## src/hw/rtl/vp9pd_pkg.sv

```systemverilog
// constants shared by the vp9 payload descriptor parser and its checker
package vp9pd_pkg;

	// first descriptor byte flags
	localparam logic [7:0] FLAG_I = 8'b1000_0000;
	localparam logic [7:0] FLAG_P = 8'b0100_0000;
	localparam logic [7:0] FLAG_L = 8'b0010_0000;
	localparam logic [7:0] FLAG_F = 8'b0001_0000;
	localparam logic [7:0] FLAG_B = 8'b0000_1000;
	localparam logic [7:0] FLAG_V = 8'b0000_0010;

	// picture id extension and reference chain bits
	localparam logic [7:0] BIT_M = 8'b1000_0000;
	localparam logic [7:0] BIT_N = 8'b0000_0001;

	// flexible-mode reference limit
	localparam logic [1:0] MAX_REFERENCES = 2'd3;

	// descriptor length field
	localparam int unsigned LEN_W = 11;
	localparam logic [LEN_W-1:0] LEN_MAX = 11'd1062;

	// status codes reported on payload end
	typedef enum logic [1:0] {
		ST_OK      = 2'd0,
		ST_TRUNC   = 2'd1,
		ST_NO_DATA = 2'd2
	} status_t;

endpackage

```

## src/hw/rtl/vp9_payload_descriptor_parser_core.sv

```systemverilog
// vp9 rtp payload descriptor parser: byte-wide walker with skid-buffered output
//
//  channel  | handshake          | payload
//  ---------+--------------------+-------------------------------------------------
//  in       | in_valid/in_stall  | payload_byte, last_byte
//  out      | out_valid/out_stall| data_byte, is_frame_data, begins_frame,
//           |                    | payload_end, descriptor_length, status
//
// one beat per cycle sustained while out is not stalled; each result is registered in the result register or the skid
// the parse state updates in the accepting cycle, so the phase register sets the loop
// a two-entry output (result register plus skid) takes one more beat while out is stalled
// in_stall rises only when both output entries are full
// arst_n clears the parse state and empties the output stage; no clearing pass
module vp9_payload_descriptor_parser_core
	import vp9pd_pkg::*;
(
	input  logic             clk,
	input  logic             arst_n,
	input  logic             in_valid,
	output logic             in_stall,
	input  logic [7:0]       payload_byte,
	input  logic             last_byte,
	output logic             out_valid,
	input  logic             out_stall,
	output logic [7:0]       data_byte,
	output logic             is_frame_data,
	output logic             begins_frame,
	output logic             payload_end,
	output logic [LEN_W-1:0] descriptor_length,
	output logic [1:0]       status
);

	typedef enum logic [3:0] {
		PH_FIRST   = 4'd0,
		PH_PID1    = 4'd1,
		PH_PID2    = 4'd2,
		PH_LAYER   = 4'd3,
		PH_TL0     = 4'd4,
		PH_REF     = 4'd5,
		PH_SS      = 4'd6,
		PH_RES_END = 4'd7,
		PH_RES_NG  = 4'd8,
		PH_NG      = 4'd9,
		PH_PG      = 4'd10,
		PH_DIFF    = 4'd11,
		PH_DATA    = 4'd12
	} phase_t;

	typedef struct packed {
		logic [7:0]       data;
		logic             frame;
		logic             begins;
		logic             last;
		logic [LEN_W-1:0] len;
		logic [1:0]       stat;
	} result_t;

	// descriptor routing helpers
	function automatic phase_t after_refs(input logic [7:0] f);
		return ((f & FLAG_V) != 8'd0) ? PH_SS : PH_DATA;
	endfunction

	function automatic phase_t after_layer(input logic [7:0] f);
		return (((f & FLAG_P) != 8'd0) && ((f & FLAG_F) != 8'd0)) ? PH_REF : after_refs(f);
	endfunction

	function automatic phase_t after_pid(input logic [7:0] f);
		return ((f & FLAG_L) != 8'd0) ? PH_LAYER : after_layer(f);
	endfunction

	phase_t           phase_q;
	logic [7:0]       flags_q;
	logic [5:0]       res_left_q;
	logic [7:0]       groups_q;
	logic [1:0]       diffs_q;
	logic [1:0]       refs_q;
	logic [LEN_W-1:0] len_q;

	result_t          main_q;
	result_t          skid_q;
	logic             main_v_q;
	logic             skid_v_q;

	phase_t           phase_nxt;
	logic [7:0]       flags_eff;
	logic [5:0]       res_nxt;
	logic [5:0]       res_dec;
	logic [7:0]       groups_nxt;
	logic [7:0]       groups_dec;
	logic [1:0]       diffs_nxt;
	logic [1:0]       diffs_dec;
	logic [1:0]       refs_nxt;
	logic [1:0]       refs_inc;
	logic [LEN_W-1:0] len_nxt;
	logic             was_data;
	status_t          stat_nxt;
	result_t          res;
	logic             accept_in;
	logic             take_out;

	// handshake
	assign accept_in = in_valid && !in_stall;
	assign take_out  = main_v_q && !out_stall;
	assign in_stall  = skid_v_q;

	// next parse state and result for the current beat
	always_comb begin
		flags_eff  = (phase_q == PH_FIRST) ? payload_byte : flags_q;
		was_data   = (phase_q > PH_DIFF);
		len_nxt    = (!was_data && (len_q < LEN_MAX)) ? len_q + 1'b1 : len_q;
		res_dec    = (res_left_q != 6'd0) ? res_left_q - 6'd1 : res_left_q;
		groups_dec = groups_q - 8'd1;
		diffs_dec  = diffs_q - 2'd1;
		refs_inc   = refs_q + 2'd1;
		phase_nxt  = phase_q;
		res_nxt    = res_left_q;
		groups_nxt = groups_q;
		diffs_nxt  = diffs_q;
		refs_nxt   = refs_q;

		unique case (phase_q)
			PH_FIRST: begin
				phase_nxt = ((payload_byte & FLAG_I) != 8'd0) ? PH_PID1 : after_pid(payload_byte);
			end
			PH_PID1: begin
				phase_nxt = ((payload_byte & BIT_M) != 8'd0) ? PH_PID2 : after_pid(flags_eff);
			end
			PH_PID2: begin
				phase_nxt = after_pid(flags_eff);
			end
			PH_LAYER: begin
				phase_nxt = ((flags_eff & FLAG_F) != 8'd0) ? after_layer(flags_eff) : PH_TL0;
			end
			PH_TL0: begin
				phase_nxt = after_layer(flags_eff);
			end
			PH_REF: begin
				refs_nxt = refs_inc;
				if (((payload_byte & BIT_N) == 8'd0) || (refs_inc >= MAX_REFERENCES)) begin
					phase_nxt = after_refs(flags_eff);
				end
			end
			PH_SS: begin
				if (payload_byte[4]) begin
					res_nxt   = {1'b0, payload_byte[7:5], 2'b00} + 6'd4;
					phase_nxt = payload_byte[3] ? PH_RES_NG : PH_RES_END;
				end else begin
					phase_nxt = payload_byte[3] ? PH_NG : PH_DATA;
				end
			end
			PH_RES_END, PH_RES_NG: begin
				res_nxt = res_dec;
				if (res_dec == 6'd0) begin
					phase_nxt = (phase_q == PH_RES_NG) ? PH_NG : PH_DATA;
				end
			end
			PH_NG: begin
				groups_nxt = payload_byte;
				phase_nxt  = (payload_byte != 8'd0) ? PH_PG : PH_DATA;
			end
			PH_PG: begin
				diffs_nxt = payload_byte[3:2];
				if (payload_byte[3:2] != 2'd0) begin
					phase_nxt = PH_DIFF;
				end else begin
					groups_nxt = groups_dec;
					phase_nxt  = (groups_dec != 8'd0) ? PH_PG : PH_DATA;
				end
			end
			PH_DIFF: begin
				diffs_nxt = diffs_dec;
				if (diffs_dec == 2'd0) begin
					groups_nxt = groups_dec;
					phase_nxt  = (groups_dec != 8'd0) ? PH_PG : PH_DATA;
				end
			end
			default: begin
				phase_nxt = PH_DATA;
			end
		endcase

		// reference counter restarts on entry to the reference list
		if ((phase_q != PH_REF) && (phase_nxt == PH_REF)) begin
			refs_nxt = 2'd0;
		end

		// end-of-payload status
		stat_nxt = ST_OK;
		if (last_byte) begin
			if (phase_nxt == PH_DATA) begin
				stat_nxt = was_data ? ST_OK : ST_NO_DATA;
			end else if ((phase_nxt == PH_REF) && ((flags_eff & FLAG_V) == 8'd0)) begin
				stat_nxt = ST_NO_DATA;
			end else begin
				stat_nxt = ST_TRUNC;
			end
		end

		res.data   = payload_byte;
		res.frame  = was_data;
		res.begins = ((flags_eff & FLAG_B) != 8'd0);
		res.last   = last_byte;
		res.len    = len_nxt;
		res.stat   = stat_nxt;
	end

	// parse state and output stage
	always_ff @(posedge clk or negedge arst_n) begin
		if (!arst_n) begin
			phase_q    <= PH_FIRST;
			flags_q    <= 8'd0;
			res_left_q <= 6'd0;
			groups_q   <= 8'd0;
			diffs_q    <= 2'd0;
			refs_q     <= 2'd0;
			len_q      <= '0;
			main_q     <= '0;
			skid_q     <= '0;
			main_v_q   <= 1'b0;
			skid_v_q   <= 1'b0;
		end else begin
			// parse state, back to reset after a last beat
			if (accept_in) begin
				if (last_byte) begin
					phase_q    <= PH_FIRST;
					flags_q    <= 8'd0;
					res_left_q <= 6'd0;
					groups_q   <= 8'd0;
					diffs_q    <= 2'd0;
					refs_q     <= 2'd0;
					len_q      <= '0;
				end else begin
					phase_q    <= phase_nxt;
					flags_q    <= flags_eff;
					res_left_q <= res_nxt;
					groups_q   <= groups_nxt;
					diffs_q    <= diffs_nxt;
					refs_q     <= refs_nxt;
					len_q      <= len_nxt;
				end
			end

			// result register with skid entry behind it
			if (take_out || !main_v_q) begin
				if (skid_v_q) begin
					main_q   <= skid_q;
					main_v_q <= 1'b1;
					skid_v_q <= 1'b0;
				end else if (accept_in) begin
					main_q   <= res;
					main_v_q <= 1'b1;
				end else begin
					main_v_q <= 1'b0;
				end
			end else if (accept_in) begin
				skid_q   <= res;
				skid_v_q <= 1'b1;
			end
		end
	end

	// output ports
	assign out_valid         = main_v_q;
	assign data_byte         = main_q.data;
	assign is_frame_data     = main_q.frame;
	assign begins_frame      = main_q.begins;
	assign payload_end       = main_q.last;
	assign descriptor_length = main_q.len;
	assign status            = main_q.stat;

endmodule

```

## config.mk

```make
export PLATFORM = sky130hd
export DESIGN_NAME = vp9_payload_descriptor_parser_core
export DESIGN_NICKNAME = d
export VERILOG_FILES = /design/src/hw/rtl/vp9pd_pkg.sv /design/src/hw/rtl/vp9_payload_descriptor_parser_core.sv
export SDC_FILE = /design/constraint.sdc
export NUM_CORES = 1
export LEC_CHECK = 0
export BUFFER_PORTS_ARGS = -buffer_cell sky130_fd_sc_hd__buf_2
export CAP_MARGIN = 0
export CORE_MARGIN = 2
export CORE_UTILIZATION = 52
export CTS_CLUSTER_DIAMETER = 100
export DETAILED_ROUTE_END_ITERATION = 8
export PLACE_DENSITY = 0.83
export SYNTH_ARGS = -nofsm -noshare
export SYNTH_HDL_FRONTEND = slang
export SYNTH_SLANG_ARGS = --single-unit
```

## constraint.sdc

```tcl
create_clock -name clk -period 3.5 [get_ports clk]
set_input_delay 0.35 -clock clk [delete_from_list [all_inputs] [get_ports clk]]
set_output_delay 0.35 -clock clk [all_outputs]
set_load 0.05 [all_outputs]
```

# ---- Word-level counts from Yosys, hierarchy flattened
# Cells that the tools add are included.
dict set report word_totals {
  input_bits 13
  word_cells 131
  ramBits 0
  mem_count 0
  latch_bits 0
  ff_bits 88
  rom_bits 0
}
dict set report op_classes {
  n_reduce_logical 35
  add_sub_neg 6
  mul 0
  shifts 0
  div_mod_pow 0
  n_eq_ne 17
  n_lt_le_gt_ge 3
  n_mux 48
  bitwise 1
}
# cell count
set op_table {}
lappend op_table {{$mux 4} 16}
lappend op_table {{$mux 24} 2}
lappend op_table {{$pmux 4 s11} 1}
lappend op_table {{$mux 8} 3}
lappend op_table {{$pmux 8 s3} 1}
lappend op_table {{$mux 11} 2}
lappend op_table {{$eq 4x3->1 const B} 5}
lappend op_table {{$eq 4x4->1 const B} 5}
lappend op_table {{$mux 6} 3}
lappend op_table {{$logic_not 8->1} 2}
lappend op_table {{$mux 2} 8}
lappend op_table {{$reduce_bool 8->1} 2}
lappend op_table {{$mux 7} 2}
lappend op_table {{$mux 3} 4}
lappend op_table {{$pmux 6 s2} 1}
lappend op_table {{$add 11x1->11 const B} 1}
lappend op_table {{$lt 11x11->1 const B} 1}
lappend op_table {{$ne 3x3->1 const B} 3}
lappend op_table {{$reduce_bool 3->1} 3}
lappend op_table {{$eq 4x2->1 const B} 2}
lappend op_table {{$reduce_and 2->1} 4}
lappend op_table {{$sub 8x1->8 const B} 1}
lappend op_table {{$logic_and 1x1->1} 7}
lappend op_table {{$add 5x3->6 const B} 1}
lappend op_table {{21 further kinds} 30}

# ---- Logic depth before layout (Yosys ltp)
dict set report depth {
  ltp_word 14
  depth_mapped 11
}

# ---- Worst setup path before layout
# No wires, ideal clock.
dict set report synth_path {
  path_kind {register -> register}
  from {register groups_q[0]}
  to {register main_q, in the netlist status[0]}
  path_stages_with_launch 12
  required_time_ps 3373
  setup_slack_ps 795
  setup_time_ps 127
  synth_period_minus_slack_ps 2705
  n_path_buf 0
  t_arrival_ps 2577
  path_cell_list {dfrtp_1 inv_1 ha_1 or3b_2 nor3b_1 o21ai_1 a222oi_1 o211a_1 and2_4 o21ai_1 a221oi_1 nor2_1}
}
dict set report synth_via {
  elab_chain_cells 12
  elab_cells_between_ends 14
}
# item line_no
set synth_lines {}
lappend synth_lines {{start, declared} vp9_payload_descriptor_parser_core.sv:74} ;# logic [7:0] groups_q;
lappend synth_lines {{start signal, assigned} vp9_payload_descriptor_parser_core.sv:236} ;# groups_q <= groups_nxt;
lappend synth_lines {{$sub 8x1->8 (*)} vp9_payload_descriptor_parser_core.sv:112} ;# groups_dec = groups_q - 8'd1;
lappend synth_lines {{$reduce_bool 8->1 (*)} {vp9_payload_descriptor_parser_core.sv:167, vp9_payload_descriptor_parser_core.sv:174}}
lappend synth_lines {{$mux 3 (*)} {vp9_payload_descriptor_parser_core.sv:167, vp9_payload_descriptor_parser_core.sv:174}}
lappend synth_lines {{$mux 4 (on tied branches)} {vp9_payload_descriptor_parser_core.sv:172, vp9_payload_descriptor_parser_core.sv:163}}
lappend synth_lines {{$pmux 4 s11 (*)} vp9_payload_descriptor_parser_core.sv:121} ;# unique case (phase_q)
lappend synth_lines {{$eq 4x3->1} vp9_payload_descriptor_parser_core.sv:192} ;# end else if ((phase_nxt == PH_REF) && ((flags_eff & FLAG_V) == 8'd0)) begin
lappend synth_lines {{$logic_and 1x1->1} vp9_payload_descriptor_parser_core.sv:192}
lappend synth_lines {{$mux 2} vp9_payload_descriptor_parser_core.sv:192}
lappend synth_lines {{$mux 2 (*)} vp9_payload_descriptor_parser_core.sv:190} ;# if (phase_nxt == PH_DATA) begin
lappend synth_lines {{$mux 2 (*)} vp9_payload_descriptor_parser_core.sv:189} ;# if (last_byte) begin
lappend synth_lines {{$mux 24 (*)} vp9_payload_descriptor_parser_core.sv:249} ;# end else if (accept_in) begin
lappend synth_lines {{$mux 24 (*)} vp9_payload_descriptor_parser_core.sv:245} ;# if (skid_v_q) begin
lappend synth_lines {{end signal, assigned} vp9_payload_descriptor_parser_core.sv:246} ;# main_q <= skid_q;
lappend synth_lines {{end signal, assigned} vp9_payload_descriptor_parser_core.sv:250} ;# main_q <= res;
lappend synth_lines {{end, declared} vp9_payload_descriptor_parser_core.sv:79} ;# result_t main_q;
# Mark *: on every way between the ends. The rest lies on a longest branch, timed or not. The select of a mux whose other input is x is not followed.
# A chain may end at the register's enable or synchronous reset.

# ---- Worst setup path after layout
dict set report layout_path {
  from {register res_left_q[0]}
  to {register main_q, in the netlist status[1]}
}
dict set report layout_via {
  elab_chain_cells 12
  elab_cells_between_ends 14
}
# item line_no
set layout_lines {}
lappend layout_lines {{start, declared} vp9_payload_descriptor_parser_core.sv:73} ;# logic [5:0] res_left_q;
lappend layout_lines {{start signal, assigned} vp9_payload_descriptor_parser_core.sv:235} ;# res_left_q <= res_nxt;
lappend layout_lines {{$sub 6x1->6 / $reduce_bool 6->1 (equally long branches)} vp9_payload_descriptor_parser_core.sv:111} ;# res_dec = (res_left_q != 6'd0) ? res_left_q - 6'd1 : res_left_q;
lappend layout_lines {{$mux 6 (*)} vp9_payload_descriptor_parser_core.sv:111}
lappend layout_lines {{$logic_not 6->1 (*)} vp9_payload_descriptor_parser_core.sv:153} ;# if (res_dec == 6'd0) begin
lappend layout_lines {{$mux 4 (*)} vp9_payload_descriptor_parser_core.sv:153}
lappend layout_lines {{$pmux 4 s11 (*)} vp9_payload_descriptor_parser_core.sv:121}
lappend layout_lines {{$eq 4x3->1} vp9_payload_descriptor_parser_core.sv:192}
lappend layout_lines {{$logic_and 1x1->1} vp9_payload_descriptor_parser_core.sv:192}
lappend layout_lines {{$mux 2} vp9_payload_descriptor_parser_core.sv:192}
lappend layout_lines {{$mux 2 (*)} vp9_payload_descriptor_parser_core.sv:190}
lappend layout_lines {{$mux 2 (*)} vp9_payload_descriptor_parser_core.sv:189}
lappend layout_lines {{$mux 24 (*)} vp9_payload_descriptor_parser_core.sv:249}
lappend layout_lines {{$mux 24 (*)} vp9_payload_descriptor_parser_core.sv:245}
# Marks and branches as above.

==> impl_summary.md <==
Setup path
The worst reg2reg path startpoint is res_left_q[0]$_DFFE_PN0P_. The setup path with the least slack is of type reg -> reg. The slowest stage of the critical path belongs to the cell sky130_fd_sc_hd__o41ai_1. The highest cell delay on the worst timing path is about 0.57 ns. Data arrives at the worst endpoint at 3.35 ns. The critical path starts at res_left_q[0]$_DFFE_PN0P_. The worst endpoint required time is 3.71 ns.

The critical path endpoint category is a flip-flop. Walking the worst path, the cells encountered are inv_1 -> ha_1 -> nand2b_1 -> nand2b_2 -> mux2_4 -> o41ai_1 -> o311ai_2 -> and3_1 -> o21a_1 -> a32oi_1 -> a21oi_1. The maximum fanout along the worst path is 6. The worst setup path is launched from a flip-flop.

Floorplan
Once the floorplan was initialized, standard cells occupied 54.0% of the core. The floorplan has 35 rows. The total area inside the core boundary comes to between 9000 and 10000 µm². The floorplan die area is 10500 µm². For this design the top-level I/O count stands at 39. The width of the die is 102 µm.

The die is 102 µm tall.

Synthesis
The register bit total from synthesis is 88. Of all flip-flops after synthesis, the portion carrying an async set or reset was 100%. Yosys printed 0 warnings. A synthesized cell averages 8.84 µm². The netlist uses 70 different library cells. The cell area after technology mapping is 5030 µm². The area share of the largest cell type after synthesis is 43.8%.

The sequential-to-total area share from yosys stat is 43.8%. The biggest area consumer among synthesized cells is sky130_fd_sc_hd__dfrtp_1. The post-synthesis net count is 592. The most used flip-flop cell after synthesis is sky130_fd_sc_hd__dfrtp_1.

By area the synthesized netlist is led by sky130_fd_sc_hd__dfrtp_1, sky130_fd_sc_hd__o21ai_0, sky130_fd_sc_hd__nand2_1, sky130_fd_sc_hd__nor2_1, sky130_fd_sc_hd__mux2i_1. Yosys mapped a number of flops with a built-in enable equal to 0. The number of standard cells after synthesis is 569.

Clock network
Clock-pin slew was measured on the worst setup and hold paths at 0.10 ns. The H-tree was split into 3 levels. The root buffer cell chosen for the clock tree is sky130_fd_sc_hd__clkbuf_8.

Buffers added to address setup during post-CTS repair amount to 0. Post-CTS repair changed the size of 0 cells. The later pin in the worst-skew pair is clocked with a latency of ~0.36 ns. TritonCTS built the clock tree. The hold buffer count at CTS is 0. The clock net in this run drives a total of 88 sinks. The clock buffer count from CTS is 9. The number of buffers between clock root and the deepest sink is 2.

Placed design
The final weighted congestion in routability-driven placement is 0.897. Before CTS, the worst setup slack after placement is around 0.43 ns. The placed standard-cell area is 5280 µm². The HPWL after detailed placement is 8220 µm. Port buffering added 38 buffers.

Timing
For the pin with the worst max-slew slack, the measured transition is 1.10 ns. The final critical path takes up between 80 and 90% of the cycle. The final critical delay including setup and external delays is 3.13 ns. The number of endpoints with negative hold slack in the final report was 0. The upper clock frequency limit is about 0.32 GHz. The number of setup violations in the final report is 0. The minimum setup slack in the final design is 0.366 ns. Measured against its own limit, the worst slew margin works out to approximately a quarter. The max-slew violation count is 0. Between clock sinks in the finished design, the worst skew comes to 0.0132 ns.

Setup total negative slack on the finished layout was measured at 0 ns. Setup repair after global routing left no endpoint under its margin.

Power and ir drop
The worst-case IR drop observed on VDD is 331 µV. For this design the ratio of total power to cell area is 732 nW/µm². The leakage power is 2.43 nW.

Run status
The run finished with clean final reports.

Layout
The repair_antennas step left the layout with diodes totalling 0. The summed area of non-filler cells in the final layout is around 5500 µm². Of the cells placed in the final design, the portion with a size suffix greater than 1 is between 10% and 20%.

The commonest non-fill, non-tap cell in the layout is sky130_fd_sc_hd__dfrtp_1. The net count of the finished layout is 611. Measured on the finished design, the core utilization comes to about three fifths. The layout has 781 filler cells. From synthesis to final layout, the design area changed by 9.70%. In the layout the commonest cells are sky130_fd_sc_hd__dfrtp_1, sky130_fd_sc_hd__nand2_1, sky130_fd_sc_hd__o21ai_0.

GRT
The initial antenna violation count came to 0. Summed over all layers, the global routing overflow is 0. The number of global-route vias before repair came to 4057.

The largest net degree at the start of global routing is 89. Global routing consumed, over all layers together, a little under a quarter of the routing resources. The first-pass GRT wire length is 19500 µm.

Drt
The routed layout has 4325 vias. Once detail routing completed, the nets flagged for antenna violations numbered 0. The average wire per cell in the routed design is 16.2 µm. The detail-routed via count per cell is 5.99. The final layout contains routed wiring with a total length of 11700 µm.

The detailed router finished its first iteration with between 200 and 300 violations. Before antenna repair, the detailed router went through 4 iterations. The post-detailed-route DRC marker count is 0.

Worst hold path
The tightest min-delay check is of the in -> async type.

Run
The tool flagged a number of max-cap violations equal to 0.
## state kept, by name, indices dropped and copies added (netlist names)
| register | flops |
|---|---|
| begins_frame | 1 |
| data_byte | 8 |
| descriptor_length | 11 |
| diffs_q | 2 |
| flags_q | 5 |
| groups_q | 8 |
| in_stall | 1 |
| is_frame_data | 1 |
| len_q | 11 |
| out_valid | 1 |
| payload_end | 1 |
| phase_q | 4 |
| refs_q | 2 |
| res_left_q | 6 |
| skid_q | 24 |
| status | 2 |
## synthesized netlist by cell type (4+ instances only)
cell and n:
sky130_fd_sc_hd__and3_1 5, sky130_fd_sc_hd__nand2_1 81, sky130_fd_sc_hd__nand2b_1 10, sky130_fd_sc_hd__clkbuf_1 29, sky130_fd_sc_hd__nor2b_1 6, sky130_fd_sc_hd__mux2i_1 16
sky130_fd_sc_hd__inv_1 12, sky130_fd_sc_hd__o21ai_1 11, sky130_fd_sc_hd__nor3_1 14, sky130_fd_sc_hd__nor2_1 48, sky130_fd_sc_hd__o31ai_1 6, sky130_fd_sc_hd__a22o_1 8
sky130_fd_sc_hd__mux2_2 9, sky130_fd_sc_hd__dfrtp_1 88, sky130_fd_sc_hd__xnor2_1 9, sky130_fd_sc_hd__o21ai_0 74, sky130_fd_sc_hd__nand3_1 7, sky130_fd_sc_hd__a211oi_1 5
sky130_fd_sc_hd__a21oi_1 31, sky130_fd_sc_hd__buf_2 5, sky130_fd_sc_hd__xor2_1 4, sky130_fd_sc_hd__ha_1 10, sky130_fd_sc_hd__nor3b_1 5, sky130_fd_sc_hd__and2_1 4
## worst paths after layout
kind	end	slack (ns)	cells past startpoint
setup / recovery	status[1]$_DFFE_PN0P_	0.37	11
hold / removal	descriptor_length[5]$_DFFE_PN0P_	0.15	1
setup reg to reg	status[1]$_DFFE_PN0P_	0.37	11
hold reg to reg	descriptor_length[1]$_DFFE_PN0P_	0.48	2
max in group asynchronous	skid_q[14]$_DFFE_PN0P_	2.61	1
min in group clk	out_valid$_DFFE_PN0N_	0.29	3
## area by class of cell
type | count | area [µm²] | share of cell area, %
multi-input combinational | 431 | 2630 | 47.6
sequential | 88 | 2200 | 39.9
timing repair buffer | 45 | 245 | 4.44
tap | 129 | 161 | 2.92
clock buffer | 10 | 138 | 2.49
clock inverter | 6 | 100 | 1.81
inverter | 13 | 48.8 | 0.884
## stage by stage
stage	hold slack, ns	cells	power (mW)
final	0.152	722	4.04
after global routing	0.273	722	4.27
after CTS	0.228	722	4.02
after detailed placement	0.466	706	3.20
after global placement	0.455	706	3.13
after floorplan	0.0544	569	2.86
## per-layer routing
metal,GRT usage (%),vias up,routed length [µm]
met3,3.63,26,739
met1,31.3,2082,5100
li1,-,2069,-
met5,0,-,0
met4,8.72,0,264
met2,38.3,148,5620
## worst max-delay path: cells and delay by family (launching register included)
kind / cells / cell delay (ns)
simple gates: 3 / 0.61
compound gates: 5 / 1.30
flops: 1 / 0.42
buf+inv: 1 / 0.16
fa+ha+maj: 1 / 0.20
mux: 1 / 0.31
## power breakdown
part	total [mW]	switching, mW	leakage [nW]	internal, mW
combinational	1.67	0.990	1.16	0.676
sequential	1.54	0.296	1.15	1.25
clock	0.830	0.395	0.121	0.434
total	4.04	1.68	2.43	2.36
## kinds of logic (layout without fill, tap and decap cells)
family	Yosys count	in the layout	synth area share, %
multiplexers	27	27	5.94
XOR/XNOR	13	13	2.26
AND/OR/NAND/NOR	208	208	20.2
AO/OA/AOI/OAI	173	173	21.2
adder cells (fa/ha/maj)	10	10	2.49
flip-flops	88	88	43.8
buffers and inverters	50	74	4.15
(Power assumes the default switching activity.)
